File: config.mk
export PLATFORM = sky130hd
export DESIGN_NAME = sequential_list_engine_core
export DESIGN_NICKNAME = d
export VERILOG_FILES = /design/src/design/sle_pkg.sv /design/src/design/sle_mem.sv /design/src/design/sle_ctrl.sv /design/src/design/sequential_list_engine_core.sv
export SDC_FILE = /design/constraint.sdc
export NUM_CORES = 2
export LEC_CHECK = 0
export BUFFER_PORTS_ARGS = -buffer_cell sky130_fd_sc_hd__buf_2
export CORE_MARGIN = 3
export CORE_UTILIZATION = 38
export DETAILED_ROUTE_END_ITERATION = 6
export GPL_TIMING_DRIVEN = 0
export MAX_ROUTING_LAYER = met4
export PLACE_DENSITY = 0.53
export SLEW_MARGIN = 20
export SYNTH_ARGS = -nofsm -noshare
export SYNTH_HDL_FRONTEND = slang
export SYNTH_SLANG_ARGS = --single-unit
export TNS_END_PERCENT = 30
File: constraint.sdc
create_clock -name i_clk -period 6.7 [get_ports i_clk]
set_input_delay 0.67 -clock i_clk [delete_from_list [all_inputs] [get_ports i_clk]]
set_output_delay 0.67 -clock i_clk [all_outputs]
set_load 0.05 [all_outputs]
File: src/design/sle_pkg.sv
package sle_pkg;

    localparam int OPCODE_BITS   = 3;
    localparam int POSITION_BITS = 7;
    localparam int VALUE_BITS    = 32;
    localparam int STATUS_BITS   = 2;

    localparam logic [OPCODE_BITS-1:0] OP_INSERT = 3'd0;
    localparam logic [OPCODE_BITS-1:0] OP_DELETE = 3'd1;
    localparam logic [OPCODE_BITS-1:0] OP_GET    = 3'd2;
    localparam logic [OPCODE_BITS-1:0] OP_LOCATE = 3'd3;
    localparam logic [OPCODE_BITS-1:0] OP_CLEAR  = 3'd4;

    localparam logic [STATUS_BITS-1:0] ST_OK       = 2'd0;
    localparam logic [STATUS_BITS-1:0] ST_BADPOS   = 2'd1;
    localparam logic [STATUS_BITS-1:0] ST_FULL     = 2'd2;
    localparam logic [STATUS_BITS-1:0] ST_NOTFOUND = 2'd3;

    typedef struct packed {
        logic [STATUS_BITS-1:0]   status;
        logic [VALUE_BITS-1:0]    element;
        logic [POSITION_BITS-1:0] found_position;
        logic [POSITION_BITS-1:0] list_length;
    } t_result;

endpackage

File: src/design/sle_mem.sv
module sle_mem
    import sle_pkg::*;
#(
    parameter int DEPTH = 64,
    parameter int WIDTH = 32,
    parameter int AW    = 6
) (
    input  logic             i_clk,
    input  logic             i_rd_en,
    input  logic [AW-1:0]    i_rd_addr,
    output logic [WIDTH-1:0] o_rd_data,
    input  logic             i_wr_en,
    input  logic [AW-1:0]    i_wr_addr,
    input  logic [WIDTH-1:0] i_wr_data
);

    logic [WIDTH-1:0] r_mem [DEPTH];
    logic [WIDTH-1:0] r_rd_data;

    always_ff @(posedge i_clk) begin
        if (i_wr_en) begin
            r_mem[i_wr_addr] <= i_wr_data;
        end
        if (i_rd_en) begin
            r_rd_data <= r_mem[i_rd_addr];
        end
    end

    assign o_rd_data = r_rd_data;

endmodule

File: src/design/sle_ctrl.sv
module sle_ctrl
    import sle_pkg::*;
#(
    parameter int CAPACITY     = 64,
    parameter int ELEMENT_BITS = 32,
    parameter int AW           = 6,
    parameter int CW           = 7
) (
    input  logic                     i_clk,
    input  logic                     i_rst_n,
    input  logic                     i_valid,
    output logic                     o_ready,
    input  logic [OPCODE_BITS-1:0]   i_opcode,
    input  logic [POSITION_BITS-1:0] i_position,
    input  logic [VALUE_BITS-1:0]    i_value,
    output logic                     o_res_valid,
    input  logic                     i_res_ready,
    output t_result                  o_res,
    output logic                     o_rd_en,
    output logic [AW-1:0]            o_rd_addr,
    input  logic [ELEMENT_BITS-1:0]  i_rd_data,
    output logic                     o_wr_en,
    output logic [AW-1:0]            o_wr_addr,
    output logic [ELEMENT_BITS-1:0]  o_wr_data
);

    localparam int CMPW = ((CW > POSITION_BITS) ? CW : POSITION_BITS) + 1;

    localparam logic [2:0] S_IDLE  = 3'd0;
    localparam logic [2:0] S_RUN   = 3'd1;
    localparam logic [2:0] S_DRAIN = 3'd2;
    localparam logic [2:0] S_PUT   = 3'd3;
    localparam logic [2:0] S_DONE  = 3'd4;

    logic [2:0]               r_state, n_state;
    logic [CW-1:0]            r_count, n_count;
    logic [OPCODE_BITS-1:0]   r_op, n_op;
    logic [AW-1:0]            r_pos_m1, n_pos_m1;
    logic [ELEMENT_BITS-1:0]  r_val, n_val;
    logic [AW-1:0]            r_idx, n_idx;
    logic [AW-1:0]            r_end, n_end;
    logic                     r_pv, n_pv;
    logic [AW-1:0]            r_pa, n_pa;
    logic [STATUS_BITS-1:0]   r_status, n_status;
    logic [VALUE_BITS-1:0]    r_elem, n_elem;
    logic [POSITION_BITS-1:0] r_found, n_found;

    logic [ELEMENT_BITS-1:0]  w_in_val;
    logic [VALUE_BITS-1:0]    w_wide;
    logic [CMPW-1:0]          w_p;
    logic [CMPW-1:0]          w_c;
    logic [AW-1:0]            w_pm1;
    logic [AW-1:0]            w_cm1;
    logic                     w_accept;
    logic                     w_match;

    if (ELEMENT_BITS > VALUE_BITS) begin : g_val_wide
        assign w_in_val = {{(ELEMENT_BITS - VALUE_BITS){1'b0}}, i_value};
    end else begin : g_val_narrow
        assign w_in_val = i_value[ELEMENT_BITS-1:0];
    end

    if (ELEMENT_BITS >= VALUE_BITS) begin : g_out_wide
        assign w_wide = i_rd_data[VALUE_BITS-1:0];
    end else begin : g_out_narrow
        assign w_wide = {{(VALUE_BITS - ELEMENT_BITS){i_rd_data[ELEMENT_BITS-1]}}, i_rd_data};
    end

    assign w_p      = CMPW'(i_position);
    assign w_c      = CMPW'(r_count);
    assign w_pm1    = AW'(w_p - CMPW'(1));
    assign w_cm1    = AW'(w_c - CMPW'(1));
    assign o_ready  = (r_state == S_IDLE);
    assign w_accept = i_valid && o_ready;
    assign w_match  = r_pv && (r_op == OP_LOCATE) && (i_rd_data == r_val);

    assign o_res_valid = (r_state == S_DONE);
    assign o_res       = '{status: r_status, element: r_elem, found_position: r_found,
                           list_length: POSITION_BITS'(r_count)};

    always_comb begin
        n_state   = r_state;
        n_count   = r_count;
        n_op      = r_op;
        n_pos_m1  = r_pos_m1;
        n_val     = r_val;
        n_idx     = r_idx;
        n_end     = r_end;
        n_pv      = 1'b0;
        n_pa      = r_pa;
        n_status  = r_status;
        n_elem    = r_elem;
        n_found   = r_found;
        o_rd_en   = 1'b0;
        o_rd_addr = r_idx;
        o_wr_en   = 1'b0;
        o_wr_addr = r_pa;
        o_wr_data = i_rd_data;

        if (r_pv) begin
            case (r_op)
                OP_INSERT: begin
                    o_wr_en   = 1'b1;
                    o_wr_addr = r_pa + AW'(1);
                end
                OP_DELETE: begin
                    if (r_pa == r_pos_m1) begin
                        n_elem = w_wide;
                    end else begin
                        o_wr_en   = 1'b1;
                        o_wr_addr = r_pa - AW'(1);
                    end
                end
                OP_GET: begin
                    n_elem = w_wide;
                end
                default: begin
                    if (w_match) begin
                        n_status = ST_OK;
                        n_found  = POSITION_BITS'(r_pa) + POSITION_BITS'(1);
                    end
                end
            endcase
        end

        unique case (r_state)
            S_IDLE: begin
                if (w_accept) begin
                    n_op     = i_opcode;
                    n_val    = w_in_val;
                    n_pos_m1 = w_pm1;
                    n_status = ST_OK;
                    n_elem   = '0;
                    n_found  = '0;
                    n_state  = S_DONE;
                    case (i_opcode)
                        OP_INSERT: begin
                            if (w_p < CMPW'(1) || w_p > w_c + CMPW'(1)) begin
                                n_status = ST_BADPOS;
                            end else if (w_c >= CMPW'(CAPACITY)) begin
                                n_status = ST_FULL;
                            end else begin
                                n_count = r_count + CW'(1);
                                if (w_p == w_c + CMPW'(1)) begin
                                    n_state = S_PUT;
                                end else begin
                                    n_idx   = w_cm1;
                                    n_end   = w_pm1;
                                    n_state = S_RUN;
                                end
                            end
                        end
                        OP_DELETE: begin
                            if (w_p < CMPW'(1) || w_p > w_c) begin
                                n_status = ST_BADPOS;
                            end else begin
                                n_count = r_count - CW'(1);
                                n_idx   = w_pm1;
                                n_end   = w_cm1;
                                n_state = S_RUN;
                            end
                        end
                        OP_GET: begin
                            if (w_p < CMPW'(1) || w_p > w_c) begin
                                n_status = ST_BADPOS;
                            end else begin
                                n_idx   = w_pm1;
                                n_end   = w_pm1;
                                n_state = S_RUN;
                            end
                        end
                        OP_LOCATE: begin
                            n_status = ST_NOTFOUND;
                            if (r_count != '0) begin
                                n_idx   = '0;
                                n_end   = w_cm1;
                                n_state = S_RUN;
                            end
                        end
                        OP_CLEAR: begin
                            n_count = '0;
                        end
                        default: begin
                            n_status = ST_BADPOS;
                        end
                    endcase
                end
            end
            S_RUN: begin
                if (w_match) begin
                    n_state = S_DONE;
                end else begin
                    o_rd_en = 1'b1;
                    n_pv    = 1'b1;
                    n_pa    = r_idx;
                    if (r_idx == r_end) begin
                        n_state = S_DRAIN;
                    end else if (r_op == OP_INSERT) begin
                        n_idx = r_idx - AW'(1);
                    end else begin
                        n_idx = r_idx + AW'(1);
                    end
                end
            end
            S_DRAIN: begin
                n_state = (r_op == OP_INSERT) ? S_PUT : S_DONE;
            end
            S_PUT: begin
                o_wr_en   = 1'b1;
                o_wr_addr = r_pos_m1;
                o_wr_data = r_val;
                n_state   = S_DONE;
            end
            S_DONE: begin
                if (i_res_ready) begin
                    n_state = S_IDLE;
                end
            end
            default: begin
                n_state = S_IDLE;
            end
        endcase
    end

    always_ff @(posedge i_clk) begin
        if (!i_rst_n) begin
            r_state <= S_IDLE;
            r_count <= '0;
            r_pv    <= 1'b0;
        end else begin
            r_state <= n_state;
            r_count <= n_count;
            r_pv    <= n_pv;
        end
        r_op     <= n_op;
        r_pos_m1 <= n_pos_m1;
        r_val    <= n_val;
        r_idx    <= n_idx;
        r_end    <= n_end;
        r_pa     <= n_pa;
        r_status <= n_status;
        r_elem   <= n_elem;
        r_found  <= n_found;
    end

endmodule

File: src/design/sequential_list_engine_core.sv
// Ordered list of up to CAPACITY signed elements held in a single-port-read RAM and
// walked by one address counter and comparator. A word on s_axis carries an opcode
// (insert, delete, get, locate, clear); exactly one result word per request comes out
// on m_axis. The slave side is ready only while no request is in progress. Clear, errors
// and an append insert skip the walk; insert and delete shift the entries from the
// position to the tail, get reads one entry, and locate scans from the head and stops on
// a hit. The RAM moves or compares one entry per cycle. A finished result waits in the
// output register until taken.
module sequential_list_engine_core
    import sle_pkg::*;
#(
    parameter int CAPACITY     = 64,
    parameter int ELEMENT_BITS = 32
) (
    input  logic        i_clk,
    input  logic        i_rst_n,
    input  logic        s_axis_tvalid,
    output logic        s_axis_tready,
    input  logic [39:0] s_axis_tdata,  // position[6:0], value[38:7], zero pad
    input  logic [2:0]  s_axis_tuser,  // opcode[2:0]
    output logic        m_axis_tvalid,
    input  logic        m_axis_tready,
    output logic [47:0] m_axis_tdata,  // element[31:0], found_position[38:32],
                                       // list_length[45:39], zero pad
    output logic [1:0]  m_axis_tuser   // status[1:0]
);

    localparam int AW = (CAPACITY > 1) ? $clog2(CAPACITY) : 1;
    localparam int CW = $clog2(CAPACITY + 1);

    logic                    w_rd_en;
    logic [AW-1:0]           w_rd_addr;
    logic [ELEMENT_BITS-1:0] w_rd_data;
    logic                    w_wr_en;
    logic [AW-1:0]           w_wr_addr;
    logic [ELEMENT_BITS-1:0] w_wr_data;
    logic                    w_res_valid;
    logic                    w_take;
    t_result                 w_res;

    logic                    r_ov;
    t_result                 r_out;

    sle_mem #(
        .DEPTH (CAPACITY),
        .WIDTH (ELEMENT_BITS),
        .AW    (AW)
    ) u_mem (
        .i_clk     (i_clk),
        .i_rd_en   (w_rd_en),
        .i_rd_addr (w_rd_addr),
        .o_rd_data (w_rd_data),
        .i_wr_en   (w_wr_en),
        .i_wr_addr (w_wr_addr),
        .i_wr_data (w_wr_data)
    );

    sle_ctrl #(
        .CAPACITY     (CAPACITY),
        .ELEMENT_BITS (ELEMENT_BITS),
        .AW           (AW),
        .CW           (CW)
    ) u_ctrl (
        .i_clk       (i_clk),
        .i_rst_n     (i_rst_n),
        .i_valid     (s_axis_tvalid),
        .o_ready     (s_axis_tready),
        .i_opcode    (s_axis_tuser),
        .i_position  (s_axis_tdata[6:0]),
        .i_value     (s_axis_tdata[38:7]),
        .o_res_valid (w_res_valid),
        .i_res_ready (w_take),
        .o_res       (w_res),
        .o_rd_en     (w_rd_en),
        .o_rd_addr   (w_rd_addr),
        .i_rd_data   (w_rd_data),
        .o_wr_en     (w_wr_en),
        .o_wr_addr   (w_wr_addr),
        .o_wr_data   (w_wr_data)
    );

    assign w_take = w_res_valid && (!r_ov || m_axis_tready);

    always_ff @(posedge i_clk) begin
        if (!i_rst_n) begin
            r_ov <= 1'b0;
        end else if (w_take) begin
            r_ov <= 1'b1;
        end else if (m_axis_tready) begin
            r_ov <= 1'b0;
        end
        if (w_take) begin
            r_out <= w_res;
        end
    end

    assign m_axis_tvalid = r_ov;
    assign m_axis_tdata  = {2'b00, r_out.list_length, r_out.found_position, r_out.element};
    assign m_axis_tuser  = r_out.status;

endmodule

==> impl_metrics.env <==
export IMPL_drv_cap=0
export IMPL_io_pins=99
export IMPL_p_comb_share_pct=9.3
export IMPL_syn_inst=3794
export IMPL_rrSetupSlack_ns=1.72
export IMPL_critPathLaunchType="flip-flop"
export IMPL_reg2regPathDepth=15
export IMPL_vdd_drop_max_mv=0.302
export IMPL_dr_pass1_iters=6
export IMPL_cts_tree="built"
export IMPL_dpl_hpwl_mm=180
export IMPL_synth_area_leader_cell="edfxtp_1"
export IMPL_p_seq_share_pct=50.4
export IMPL_dieArea_sq_um=234000
export IMPL_hold_class="in -> reg"
export IMPL_critPathCaptureType="flip-flop"
export IMPL_drc=0
export IMPL_clk_pin_slew_ns=0.06
export IMPL_max_slew_worst_pin_slew_ns=1.20
export IMPL_layout_cells_non_filler=7595
export IMPL_final_cell_mix="edfxtp_1 (2187), mux4_2 (665), buf_2 (246)"
export IMPL_cts_root_buf="clkbuf_16"
export IMPL_min_period_ns=4.98
export IMPL_synth_edf_count=2187
export IMPL_path_max_fanout=10
export IMPL_syn_avg_cell_area_sq_um=22.9
export IMPL_synth_distinct_cells=66
export IMPL_powerDensity_nw_per_um2=301
export IMPL_hold_depth=1
export IMPL_drv_slew=0
export IMPL_final_antenna_net_count=0
export IMPL_final_core_utilization_pct=45.6
export IMPL_required_ns=7.24
export IMPL_cts_repair_resized=0
export IMPL_ys_seq_area_share_pct=76.9
export IMPL_start_util_pct=38.4
export IMPL_grt_max_degree=65
export IMPL_pre_cts_slack_ns=1.74
export IMPL_hold_buffers=23
export IMPL_worstHoldEndpoint="u_ctrl.r_val[19]"
export IMPL_finalWorstSetupSlack_ns=1.72
export IMPL_synthTopCellsByArea="edfxtp_1 (76%), mux4_2 (17%), dfxtp_1 (1.2%), mux2i_1 (0.65%), nand2_1 (0.63%)"
export IMPL_status="complete, no violations"
export IMPL_grt_use_total_pct=22.7
export IMPL_setup_viol=0
export IMPL_vias=43100
export IMPL_placed_area_sq_um=95500
export IMPL_row_count=174
export IMPL_die_h_um=484
export IMPL_viasPerCell=5.67
export IMPL_hp_start="s_axis_tdata[26]"
export IMPL_layout_commonest_cell="edfxtp_1"
export IMPL_antenna_found_initial=11
export IMPL_async_reset_ff_share_pct=0
export IMPL_layout_nets=4483
export IMPL_layout_drive_gt1_share_pct=33.8
export IMPL_dieWidth_um=484
export IMPL_drt_total_wl_mm=259
export IMPL_syn_cell_area_sq_um=86800
export IMPL_p_sw_mw=7.21
export IMPL_syn_to_final_growth_pct=18.7
export IMPL_core_area_sq_um=226000
export IMPL_leakagePower_nw=32.8
export IMPL_critPathKind="reg -> reg"
export IMPL_synth_flop_cell="edfxtp_1"
export IMPL_post_drt_wl_per_cell_um=34.1
export IMPL_hold_viol=0
export IMPL_dpl_cell_count=7142
export IMPL_ys_warn_count=0
export IMPL_cts_buffers=229
export IMPL_gp_congestion=0.905
export IMPL_io_buffers=94
export IMPL_rsz0062_at_grt="false"
export IMPL_synth_top_area_share_pct=75.7
export IMPL_post_cts_buffers=0
export IMPL_r2r_end="u_mem.r_mem[51][18]"
export IMPL_swShare_pct=23.3
export IMPL_fmax_mhz=201
export IMPL_relSlewSlack_pct=19.7
export IMPL_p_int_mw=23.8
export IMPL_worstPathArrival_ns=5.52
export IMPL_grt_pass1_wl_mm=357
export IMPL_clock_latency_ns=0.86
export IMPL_grt_ovfl_total=0
export IMPL_r2r_start="u_ctrl.r_state[2]"
export IMPL_grt_pass1_vias=42700
export IMPL_finalInstanceArea_sq_um=103000
export IMPL_clkPwrFrac_pct=40.4
export IMPL_synth_seq_cells=2240
export IMPL_skew_ns=0.0259
export IMPL_drtIter0Drc=5479
export IMPL_clock_sinks=2240
export IMPL_worstSetupStartpoint="u_ctrl.r_state[2]"
export IMPL_fin_crit_sh_pct=74.3
export IMPL_clockBufferDepth=3
export IMPL_h_tree_depth=4
through the flow:
step / setup TNS (ns) / hold slack (ns) / total power [mW]
after floorplan: 0 / 0.408 / 17.5
after global placement: -2527.88 / 0.417 / 18.7
after detailed placement: 0 / 0.417 / 18.8
after CTS: 0 / 0.00518 / 31.2
after global routing: 0 / 0.0230 / 31.9
final: 0 / 0.0823 / 31.0
layer usage:
| metal | part of all wire, % | vias up | GRT usage, % |
|---|---|---|---|
| met5 | 0 | - | - |
| met4 | 3.8 | 0 | 7.78 |
| met3 | 7.1 | 407 | 3.73 |
| met2 | 49 | 1804 | 35.6 |
| met1 | 41 | 23500 | 30.2 |
| li1 | - | 17300 | - |
layout make-up:
| cell class | instances | area, sq um |
|---|---|---|
| Fill cell | 18900 | 123000 |
| Sequential cell | 2240 | 66700 |
| Multi-Input combinational cell | 1326 | 19800 |
| Clock buffer | 300 | 6160 |
| Timing Repair Buffer | 379 | 4480 |
| Tap cell | 2992 | 3740 |
| Clock inverter | 123 | 1120 |
| Buffer | 199 | 903 |
| Inverter | 30 | 113 |
| Antenna cell | 6 | 15.0 |
worst max-delay path: stages (launching register included):
cell and delay, ns:
dfxtp_1 0.31, clkbuf_1 0.34, or3_1 0.31, buf_2 0.25
clkbuf_1 0.45, nor2_1 0.12, a21oi_1 0.28, nand3_1 0.20
clkbuf_2 0.43, nor4_2 0.71, buf_4 0.29, buf_2 0.20
buf_4 0.20, buf_4 0.20, buf_4 0.17, buf_2 0.20
worst max path at each step:
stage	end	slack (ns)	cells past startpoint
final	u_mem.r_mem[51][18]	1.72	15
after global routing	u_mem.r_mem[49][22]	1.47	15
after CTS	u_mem.r_mem[63][22]	1.70	14
after detailed placement	u_mem.r_mem[63][22]	1.74	14
after global placement	u_mem.r_mem[54][24]	-4.58	9
after floorplan	u_mem.r_mem[50][0]	1.03	10
power by group through the flow:
stage	Clock (mW)	Sequential (mW)	Combinational, mW
final	12.5	15.6	2.88
after global routing	13.3	15.6	3.00
after detailed placement	0	15.9	2.90
after global placement	0	16.0	2.77
after CTS	12.7	15.6	2.91
after floorplan	0	15.9	1.58
sequential cells by signal, summed over array words and instances, names as in the netlist, 3 cells and up:
name,count
m_axis_tdata,46
u_ctrl.r_found,7
u_ctrl.r_pa,6
u_mem.o_rd_data,32
u_ctrl.r_pos_m1,6
u_ctrl.r_op,3
u_ctrl.o_rd_addr,6
u_ctrl.r_val,32
u_ctrl.r_count,7
u_ctrl.r_state,3
u_mem.r_mem,2048
u_ctrl.r_elem,32
u_ctrl.r_end,6
logic make-up after synthesis:
kind of cell               after synthesis  synth area share (%)
AOI/OAI and AO/OA                       94                 0.682
and+or+nand+nor                        395                  2.12
DFF                                   2240                  76.9
other                                    1               0.00432
buffers and inverters                  229                  1.10
muxes                                  728                  18.0
xor gates and xnor gates                76                 0.767
adders and majority gates               31                 0.464
Yosys cell counts (5+ instances only):
cell type  number
nand2_1       145
edfxtp_1     2187
ha_1           29
nor2_1        122
nand4_1        15
nor4_1         26
clkbuf_1      106
buf_4           6
o22ai_1         6
dfxtp_1        53
mux2i_1        56
o21ai_0        14
nor2b_1         5
xor2_1         42
buf_2          52
buf_1          33
a21o_1          9
xnor2_1        34
mux2_2          7
mux4_2        665
a21oi_1        34
inv_1          29
nand3_1        27
nor3_1         20
(Power assumes the default switching activity.)
